$ cat config.mk
export PLATFORM = sky130hd
export DESIGN_NAME = premultiplied_source_over_blend
export DESIGN_NICKNAME = d
export VERILOG_FILES = /design/src/rtl/psob_pkg.sv /design/src/rtl/psob_mix.sv /design/src/rtl/premultiplied_source_over_blend.sv
export SDC_FILE = /design/constraint.sdc
export NUM_CORES = 1
export LEC_CHECK = 0
export BUFFER_PORTS_ARGS = -buffer_cell sky130_fd_sc_hd__buf_4
export CAP_MARGIN = 25
export CORE_AREA = 2 2 240 242
export CTS_CLUSTER_DIAMETER = 60
export DETAILED_ROUTE_END_ITERATION = 16
export DIE_AREA = 0 0 242 244
export GPL_TIMING_DRIVEN = 0
export PLACE_DENSITY = 0.71
export SETUP_SLACK_MARGIN = 0.5
export SYNTH_ARGS = -nofsm -noshare
export SYNTH_HDL_FRONTEND = slang
export SYNTH_SLANG_ARGS = --single-unit
$ cat constraint.sdc
create_clock -name clk -period 5.8 [get_ports clk]
set_clock_uncertainty 0.15 [all_clocks]
set_input_delay 1.16 -clock clk [delete_from_list [all_inputs] [get_ports clk]]
set_output_delay 1.16 -clock clk [all_outputs]
set_load 0.02 [all_outputs]
$ cat src/rtl/psob_pkg.sv
// ----------------------------------------------------------------------------
// psob_pkg: shared types and helpers for the source-over blender
// Format codes, the pipeline control struct and the channel expansion helpers.
// ----------------------------------------------------------------------------
`timescale 1ns / 1ps

package psob_pkg;

	// destination format codes
	localparam logic [1:0] FMT_ARGB32 = 2'd0;
	localparam logic [1:0] FMT_RGB565 = 2'd1;
	localparam logic [1:0] FMT_RGB555 = 2'd2;

	localparam logic [7:0]  OPAQUE_ALPHA = 8'hFF;
	localparam logic [15:0] ROUND_BIAS   = 16'd127;
	// floor(x / 255) == (x * 32897) >> 23 for every 16-bit x
	localparam logic [31:0] DIV255_MUL   = 32'd32897;
	// floor(x / 31) and floor(x / 63) as reciprocal products, shift of 21
	localparam logic [29:0] EXP5_MUL     = 30'd67651;
	localparam logic [29:0] EXP6_MUL     = 30'd33289;

	// control that travels alongside each pixel
	typedef struct packed {
		logic       valid;
		logic       blend;
		logic [1:0] fmt;
	} ctrl_t;

	// widen a 5-bit channel to 8 bits as c * 255 / 31
	function automatic logic [7:0] expand5(input logic [4:0] c);
		logic [12:0] x;
		logic [29:0] p;
		x = 13'(c) * 13'd255;
		p = 30'(x) * EXP5_MUL;
		return p[28:21];
	endfunction

	// widen a 6-bit channel to 8 bits as c * 255 / 63
	function automatic logic [7:0] expand6(input logic [5:0] c);
		logic [13:0] x;
		logic [29:0] p;
		x = 14'(c) * 14'd255;
		p = 30'(x) * EXP6_MUL;
		return p[28:21];
	endfunction

endpackage

$ cat src/rtl/psob_mix.sv
// ----------------------------------------------------------------------------
// psob_mix: one colour channel of the source-over blend
// Computes src + round(dst * inv / 255) modulo 256 over two register stages.
// ----------------------------------------------------------------------------
`timescale 1ns / 1ps

module psob_mix import psob_pkg::*; (
	input  logic       clk,
	input  logic [7:0] src_s1,
	input  logic [7:0] dst_s1,
	input  logic [7:0] inv_s1,
	output logic [7:0] mix_s3
);

	logic [15:0] prod_s2;
	logic [7:0]  src_s2;
	logic [31:0] recip;
	logic [7:0]  quot_s3;
	logic [7:0]  src_s3;

	// scale the destination and add the rounding bias
	always_ff @(posedge clk) begin
		prod_s2 <= 16'(dst_s1) * 16'(inv_s1) + ROUND_BIAS;
		src_s2  <= src_s1;
	end

	// divide by 255 through a reciprocal product
	assign recip = 32'(prod_s2) * DIV255_MUL;

	always_ff @(posedge clk) begin
		quot_s3 <= recip[30:23];
		src_s3  <= src_s2;
	end

	// add the source, wrap at 8 bits
	assign mix_s3 = src_s3 + quot_s3;

endmodule

$ cat src/rtl/premultiplied_source_over_blend.sv
// ----------------------------------------------------------------------------
// premultiplied_source_over_blend: premultiplied source-over pixel blender
// A pixel taken at one edge passes the s1, s2 and s3 stages and the output registers before its result is on the ports.
// Throughput: one pixel per clock; busy stays low, the receiver cannot stall.
// Reset clears the valid bits of the pipeline and the format register (ARGB32).
// ----------------------------------------------------------------------------
`timescale 1ns / 1ps

module premultiplied_source_over_blend import psob_pkg::*; (
	input  logic        clk,
	input  logic        arst_n,
	// configuration
	input  logic        cfg_valid,
	output logic        cfg_ready,
	input  logic [1:0]  cfg_data,
	// pixel command
	input  logic        start,
	output logic        busy,
	input  logic [7:0]  src_blue,
	input  logic [7:0]  src_green,
	input  logic [7:0]  src_red,
	input  logic [7:0]  src_alpha,
	input  logic [31:0] dst_pixel,
	// result
	output logic        done,
	output logic [31:0] out_pixel,
	output logic        written
);

	logic [1:0]  fmt_q;
	logic [7:0]  exp_b, exp_g, exp_r;
	logic        blend_in;
	ctrl_t       ctrl_s1, ctrl_s2, ctrl_s3;
	logic [7:0]  sb_s1, sg_s1, sr_s1, db_s1, dg_s1, dr_s1, inv_s1;
	logic [31:0] dst_s1, dst_s2, dst_s3;
	logic [7:0]  mb_s3, mg_s3, mr_s3;
	logic [31:0] packed_px;
	logic        done_q, written_q;
	logic [31:0] out_pixel_q;

	assign cfg_ready = 1'b1;
	assign busy      = 1'b0;

	// hold the format register
	always_ff @(posedge clk or negedge arst_n) begin
		if (!arst_n) begin
			fmt_q <= FMT_ARGB32;
		end else if (cfg_valid && cfg_ready) begin
			fmt_q <= cfg_data;
		end
	end

	// unpack and widen the destination channels
	always_comb begin
		exp_b    = dst_pixel[7:0];
		exp_g    = dst_pixel[15:8];
		exp_r    = dst_pixel[23:16];
		blend_in = 1'b0;
		case (fmt_q)
			FMT_ARGB32: begin
				blend_in = (src_alpha != 8'd0);
			end
			FMT_RGB565: begin
				exp_b    = expand5(dst_pixel[4:0]);
				exp_g    = expand6(dst_pixel[10:5]);
				exp_r    = expand5(dst_pixel[15:11]);
				blend_in = (src_alpha != 8'd0);
			end
			FMT_RGB555: begin
				exp_b    = expand5(dst_pixel[4:0]);
				exp_g    = expand5(dst_pixel[9:5]);
				exp_r    = expand5(dst_pixel[14:10]);
				blend_in = (src_alpha != 8'd0);
			end
			default: begin
				blend_in = 1'b0;
			end
		endcase
	end

	// control pipeline
	always_ff @(posedge clk or negedge arst_n) begin
		if (!arst_n) begin
			ctrl_s1 <= '0;
			ctrl_s2 <= '0;
			ctrl_s3 <= '0;
		end else begin
			ctrl_s1 <= '{valid: start && !busy, blend: blend_in, fmt: fmt_q};
			ctrl_s2 <= ctrl_s1;
			ctrl_s3 <= ctrl_s2;
		end
	end

	// payload pipeline
	always_ff @(posedge clk) begin
		sb_s1  <= src_blue;
		sg_s1  <= src_green;
		sr_s1  <= src_red;
		db_s1  <= exp_b;
		dg_s1  <= exp_g;
		dr_s1  <= exp_r;
		inv_s1 <= ~src_alpha;
		dst_s1 <= dst_pixel;
		dst_s2 <= dst_s1;
		dst_s3 <= dst_s2;
	end

	psob_mix u_mix_b (.clk(clk), .src_s1(sb_s1), .dst_s1(db_s1), .inv_s1(inv_s1),
		.mix_s3(mb_s3));
	psob_mix u_mix_g (.clk(clk), .src_s1(sg_s1), .dst_s1(dg_s1), .inv_s1(inv_s1),
		.mix_s3(mg_s3));
	psob_mix u_mix_r (.clk(clk), .src_s1(sr_s1), .dst_s1(dr_s1), .inv_s1(inv_s1),
		.mix_s3(mr_s3));

	// repack in the destination format, or pass the destination through
	always_comb begin
		packed_px = dst_s3;
		if (ctrl_s3.blend) begin
			case (ctrl_s3.fmt)
				FMT_ARGB32: packed_px = {OPAQUE_ALPHA, mr_s3, mg_s3, mb_s3};
				FMT_RGB565: packed_px = {16'd0, mr_s3[7:3], mg_s3[7:2], mb_s3[7:3]};
				FMT_RGB555: packed_px = {16'd0, 1'b0, mr_s3[7:3], mg_s3[7:3], mb_s3[7:3]};
				default:    packed_px = dst_s3;
			endcase
		end
	end

	// result strobe
	always_ff @(posedge clk or negedge arst_n) begin
		if (!arst_n) begin
			done_q <= 1'b0;
		end else begin
			done_q <= ctrl_s3.valid;
		end
	end

	always_ff @(posedge clk) begin
		out_pixel_q <= packed_px;
		written_q   <= ctrl_s3.blend;
	end

	assign done      = done_q;
	assign out_pixel = out_pixel_q;
	assign written   = written_q && done_q;

`ifndef ASSERT_OFF
	a_latency: assert property (@(posedge clk) disable iff (!arst_n)
		(start && !busy) |-> ##4 done)
		else $error("accepted pixel did not produce a result beat");

	a_passthrough: assert property (@(posedge clk) disable iff (!arst_n)
		(done && !written) |-> (out_pixel == $past(dst_pixel, 4)))
		else $error("unwritten pixel differs from destination");

	a_alpha: assert property (@(posedge clk) disable iff (!arst_n)
		(done && written) |-> ($past(src_alpha, 4) != 8'd0))
		else $error("pixel written with zero alpha");

	a_upper: assert property (@(posedge clk) disable iff (!arst_n)
		(done && written && fmt_q != FMT_ARGB32) |-> (out_pixel[31:16] == 16'd0))
		else $error("16-bit result has upper half set");
`endif

endmodule
Word-level counts from Yosys, hierarchy flattened
Index checks and enable logic that the tools add are counted.
{ "op_classes": {"addsub": 6, "n_mul": 16, "eq_ne": 4, "n_mux": 6, "n_bitwise": 1, "n_reduce_logical": 6} }
{ "op_table": {"columns": ["cell", "n"], "rows": [
  ["$mul A13 B17 Y29 const B", 4],
  ["$pmux W32 S3", 1],
  ["$mul A16 B16 Y31 const B", 3],
  ["$mul A5 B8 Y13 const B", 4],
  ["$add A16 B7 Y16 const B", 3],
  ["$mul A8 B8 Y16", 3],
  ["$mux W32", 1],
  ["$pmux W8 S2", 2],
  ["$mul A14 B16 Y29 const B", 1],
  ["$add A8 B8 Y8", 3],
  ["$mul A6 B8 Y14 const B", 1],
  ["$mux W8", 1],
  ["$not A8 Y8", 1],
  ["$reduce_bool A8 Y1", 1],
  ["$eq A2 B1 Y1 const B", 2],
  ["$eq A2 B2 Y1 const B", 2],
  ["$logic_not A2 Y1", 2],
  ["$reduce_or A3 Y1", 1],
  ["$reduce_or A2 Y1", 1],
  ["$logic_and A1 B1 Y1", 1],
  ["$mux W1", 1]
]} }
{ "totals": {"reg_bits": 320, "input_bits": 70, "out_inout_bits": 36, "elab_cells": 74} }

Depth between registers and ports, before layout
{ "depth": {"word_depth": 3, "ltp_mapped": 34, "depth_no_buf": 34} }

Hierarchy
A second synthesis with hierarchy kept.
{ "hier_totals": {"hier_cells": 3209, "area_unflattened_um2": 31936.9} }
{ "by_module_without_submodules": {"columns": ["mod", "n_inst", "cells_each", "area_each_um2", "seq_area_each_um2"], "rows": [
  ["premultiplied_source_over_blend", 1, 1865, 18725.5, 4078.9],
  ["psob_mix (u_mix_b)", 1, 455, 4495.6, 800.8],
  ["psob_mix (u_mix_g)", 1, 454, 4362.9, 800.8],
  ["psob_mix (u_mix_r)", 1, 435, 4352.9, 800.8]
]} }

Worst setup path before layout
Ideal clock, no wire load.
{ "synth_timing": {"path_kind": "in2reg", "startpoint": "input port dst_pixel[12]", "endpoint": "register dr_s1[7]", "setup_time_ns": 0.120, "arrival_time_ns": 8.658, "t_required_ns": 5.530, "slack_ns": -3.128, "stages": 30, "n_path_buf": 0, "path_cell_list": "fa_1 > fa_1 > inv_1 > fa_1 > inv_1 > ha_1 > nor2b_1 > o21ai_1 > a21oi_1 > or3_1 > and2_1 > a211oi_1 > ha_1 > inv_1 > ha_1 > ha_1 > inv_1 > fa_1 > inv_1 > fa_1 > ha_1 > and3_1 > and2_0 > a2111oi_0 > a221oi_1 > nor2_1 > o21ai_0 > xor2_1 > a32o_1 > a211o_1"} }
{ "synth_between": {"elab_chain_len": 3, "word_cells_on_any_way": 5, "classes_between": "4 x mul; 1 x mux"} }
{ "synth_lines": {"columns": ["element", "line", "rtl"], "rows": [
  ["from (decl)", "premultiplied_source_over_blend.sv:23", "input logic [31:0] dst_pixel,"],
  ["$mul A5 B8 Y13", "psob_pkg.sv:33", "x = 13'(c) * 13'd255;"],
  ["$mul A13 B17 Y29", "psob_pkg.sv:34", "p = 30'(x) * EXP5_MUL;"],
  ["$pmux W8 S2 (*)", "premultiplied_source_over_blend.sv:59", "case (fmt_q)"],
  ["named net exp_r[7]", "premultiplied_source_over_blend.sv:31", "logic [7:0] exp_b, exp_g, exp_r;"],
  ["to (signal assigned)", "premultiplied_source_over_blend.sv:101", "dr_s1 <= exp_r;"],
  ["to (decl)", "premultiplied_source_over_blend.sv:34", "logic [7:0] sb_s1, sg_s1, sr_s1, db_s1, dg_s1, dr_s1, inv_s1;"]
]} }
The timed path passes the listed nets; every way through them passes the cells marked *.
A chain may end at the register's enable or synchronous reset.

Final worst setup path
{ "layout_timing": {"startpoint": "input port dst_pixel[14]", "endpoint": "register dr_s1[7]"} }
The elaborated chain is that of the path after synthesis.

==> impl_metrics.env <==
export IMPL_dieWidth_um=242
export IMPL_yosysWarnings=0
export IMPL_io_buffers=103
export IMPL_via_per_inst=5.44
export IMPL_final_hold_violation_count=0
export IMPL_grt_ovfl_total=0
export IMPL_start_util_pct=54.6
export IMPL_cts_buffer_depth=3
export IMPL_cts_root_buf="clkbuf_16"
export IMPL_synth_edf_count=0
export IMPL_gp_congestion=0.910
export IMPL_areaGrowthSynthToFinish_pct=16.7
export IMPL_netlist_instances=3052
export IMPL_grt_pass1_wl_um=118000
export IMPL_synth_nets=4195
export IMPL_fin_crit_sh_pct=141
export IMPL_dr_pass1_iters=6
export IMPL_cts_tree="yes"
export IMPL_cp_slowest_cell="fa_2"
export IMPL_crit_fanout=5
export IMPL_clk_latency_ns=0.53
export IMPL_crit_path_end_kind="flop"
export IMPL_drt_total_wl_um=70600
export IMPL_synth_seq_cells=320
export IMPL_drc=0
export IMPL_post_place_ws_ns=-3.60
export IMPL_pin_count=106
export IMPL_mostFrequentLayoutCells="ha_1 (798), inv_1 (417), dfxtp_1 (303)"
export IMPL_status="finished, violations left"
export IMPL_seq_area_frac_synth_pct=21.1
export IMPL_drive_above_1_share_pct=14.7
export IMPL_hold_path_class="flop to flop"
export IMPL_avgRoutedWirePerCell_um=17.4
export IMPL_synthFlopType="dfxtp_1"
export IMPL_antenna_left=0
export IMPL_cts_buffers=34
export IMPL_grt_usage_pct=24.4
export IMPL_async_flop_share_pct=4.69
export IMPL_core_area_mm2=0.0562
export IMPL_yosysTopAreaCellShare_pct=33.8
export IMPL_maxSlewViolCount=0
export IMPL_min_period_ns=8.15
export IMPL_grt_pass1_vias=24068
export IMPL_crit_arrival_ns=8.39
export IMPL_synth_avg_cell_area_um2=10.1
export IMPL_rows=87
export IMPL_synthTopCellsByArea="ha_1 (34%), dfxtp_1 (20%), fa_1 (16%)"
export IMPL_start_kind="input pin"
export IMPL_cts_sinks=320
export IMPL_die_area_mm2=0.0590
export IMPL_max_freq_mhz=123
export IMPL_path_class="input pin to flop"
export IMPL_fin_ws_ns=-2.35
export IMPL_violations="setup timing"
export IMPL_grt_busiest_layer="met2"
export IMPL_grt_use_met2_pct=44.5
export IMPL_antenna_found_initial=1
export IMPL_use_met1_pct=29.7
export IMPL_cpPeakStageDelay_ns=0.62
export IMPL_cts_max_level=2
export IMPL_clk_pin_slew_ns=0.06
export IMPL_grt_max_degree=17
export IMPL_nNetsFinal=4415
export IMPL_final_common_cell="ha_1"
export IMPL_required_ns=6.04
export IMPL_tightest_slew_ns=0.757
export IMPL_hpwl_um=57500
export IMPL_drv_cap=0
export IMPL_syn_cell_area_mm2=0.0307
export IMPL_rsz0062_at_grt="true"
export IMPL_setup_viol=24
export IMPL_met3_usage_pct=2.47
export IMPL_drtIter0Drc=853
export IMPL_synth_cell_types=74
export IMPL_fillers=4471
export IMPL_die_h_um=244
export IMPL_yosys_area_top_type="ha_1"
export IMPL_slew_headroom_pct=49.6
export IMPL_num_vias=22045
cell families after synthesis:
group | share of synthesized area [%]
flip-flops | 21.1
adder cells (fa/ha/maj) | 49.7
buffers and inverters | 5.91
AO/OA/AOI/OAI | 9.39
AND/OR/NAND/NOR | 8.75
XOR/XNOR | 4.62
other | 0.0245
multiplexers | 0.461
timing repair:
action,in CTS,in global routing
setup buffers,53,28
pin swaps,104,95
hold buffers,0,0
endpoints found under the setup margin,27,31
resized for setup,139,124
hold endpoints to repair,0,0
state kept, by name, summed over array words and instances, names as in the netlist, 8 cells and up:
name and cells:
sr_s1 8, u_mix_b.quot_s3 8, u_mix_b.prod_s2 16, inv_s1 8, u_mix_g.src_s2 8, sg_s1 8
u_mix_g.quot_s3 8, u_mix_b.src_s2 8, dst_s2 32, u_mix_r.src_s2 8, u_mix_r.quot_s3 8, u_mix_r.src_s3 8
db_s1 8, u_mix_g.src_s3 8, u_mix_g.prod_s2 16, dst_s1 32, dr_s1 8, out_pixel 32
u_mix_b.src_s3 8, dst_s3 32, dg_s1 8, sb_s1 8, u_mix_r.prod_s2 16
layer usage:
metal / up-vias / part of all wire (%)
li1: 10787 / -
met1: 10684 / 43
met2: 435 / 50
met3: 139 / 3.5
met4: 0 / 3.6
met5: - / 0
critical path: cells and delay by family:
family	cells	cell delay [ns]
AO/OA/AOI/OAI	12	2.38
AND/OR/NAND/NOR	2	0.32
XOR/XNOR	1	0.19
adder cells (fa/ha/maj)	10	4.02
buffers and inverters	5	0.32
worst paths after layout:
kind                                          from                           to  slack, ns  cells after the start
worst min-delay path            dst_s2[19]$_DFF_P_           dst_s3[19]$_DFF_P_       0.18                      0
worst max register to register   inv_s1[6]$_DFF_P_  u_mix_r.prod_s2[15]$_DFF_P_       0.67                     14
min in group asynchronous                   arst_n         ctrl_s3[3]$_DFF_PN0_       0.34                      1
worst min register to register  dst_s2[19]$_DFF_P_           dst_s3[19]$_DFF_P_       0.18                      0
worst max-delay path                 dst_pixel[14]             dr_s1[7]$_DFF_P_      -2.35                     30
max in group asynchronous                   arst_n         ctrl_s1[0]$_DFF_PN0_       4.95                      1
layout make-up:
type | count | area (µm²) | area share, %
tap | 756 | 946 | 2.64
multi-input combinational | 2251 | 23800 | 66.4
clock inverter | 20 | 277 | 0.772
buffer | 38 | 174 | 0.485
inverter | 443 | 1670 | 4.67
timing repair buffer | 184 | 1550 | 4.31
clock buffer | 42 | 931 | 2.60
sequential | 320 | 6480 | 18.1
antenna | 2 | 5.00 | 0.0140
synthesized netlist by cell type (all sizes together), types with 26 or more instances:
library cell / n
a211oi: 26
a21o: 36
a21oi: 130
and2: 98
clkbuf: 33
dfxtp: 305
fa: 245
ha: 828
inv: 442
nand2: 228
nor2: 91
o21ai: 88
xnor2: 111
xor2: 51
metrics by stage:
step | cell area (µm²) | instances | hold WS (ns) | setup TNS, ns | utilization [%]
detailed placement | 32700 | 3911 | 0.162 | -70.95 | 58.3
CTS | 35000 | 4026 | 0.174 | -48.23 | 62.3
finish | 35800 | 4056 | 0.176 | -46.93 | 63.8
global placement | 32700 | 3911 | 0.161 | -68.54 | 58.3
global route | 35800 | 4055 | 0.179 | -53.05 | 63.8
floorplan | 31000 | 3052 | 0.160 | -45.79 | -
Power is left out: the tool's default activity adds up to more than one toggle a clock period on the data nets, which glitch-free logic cannot reach.
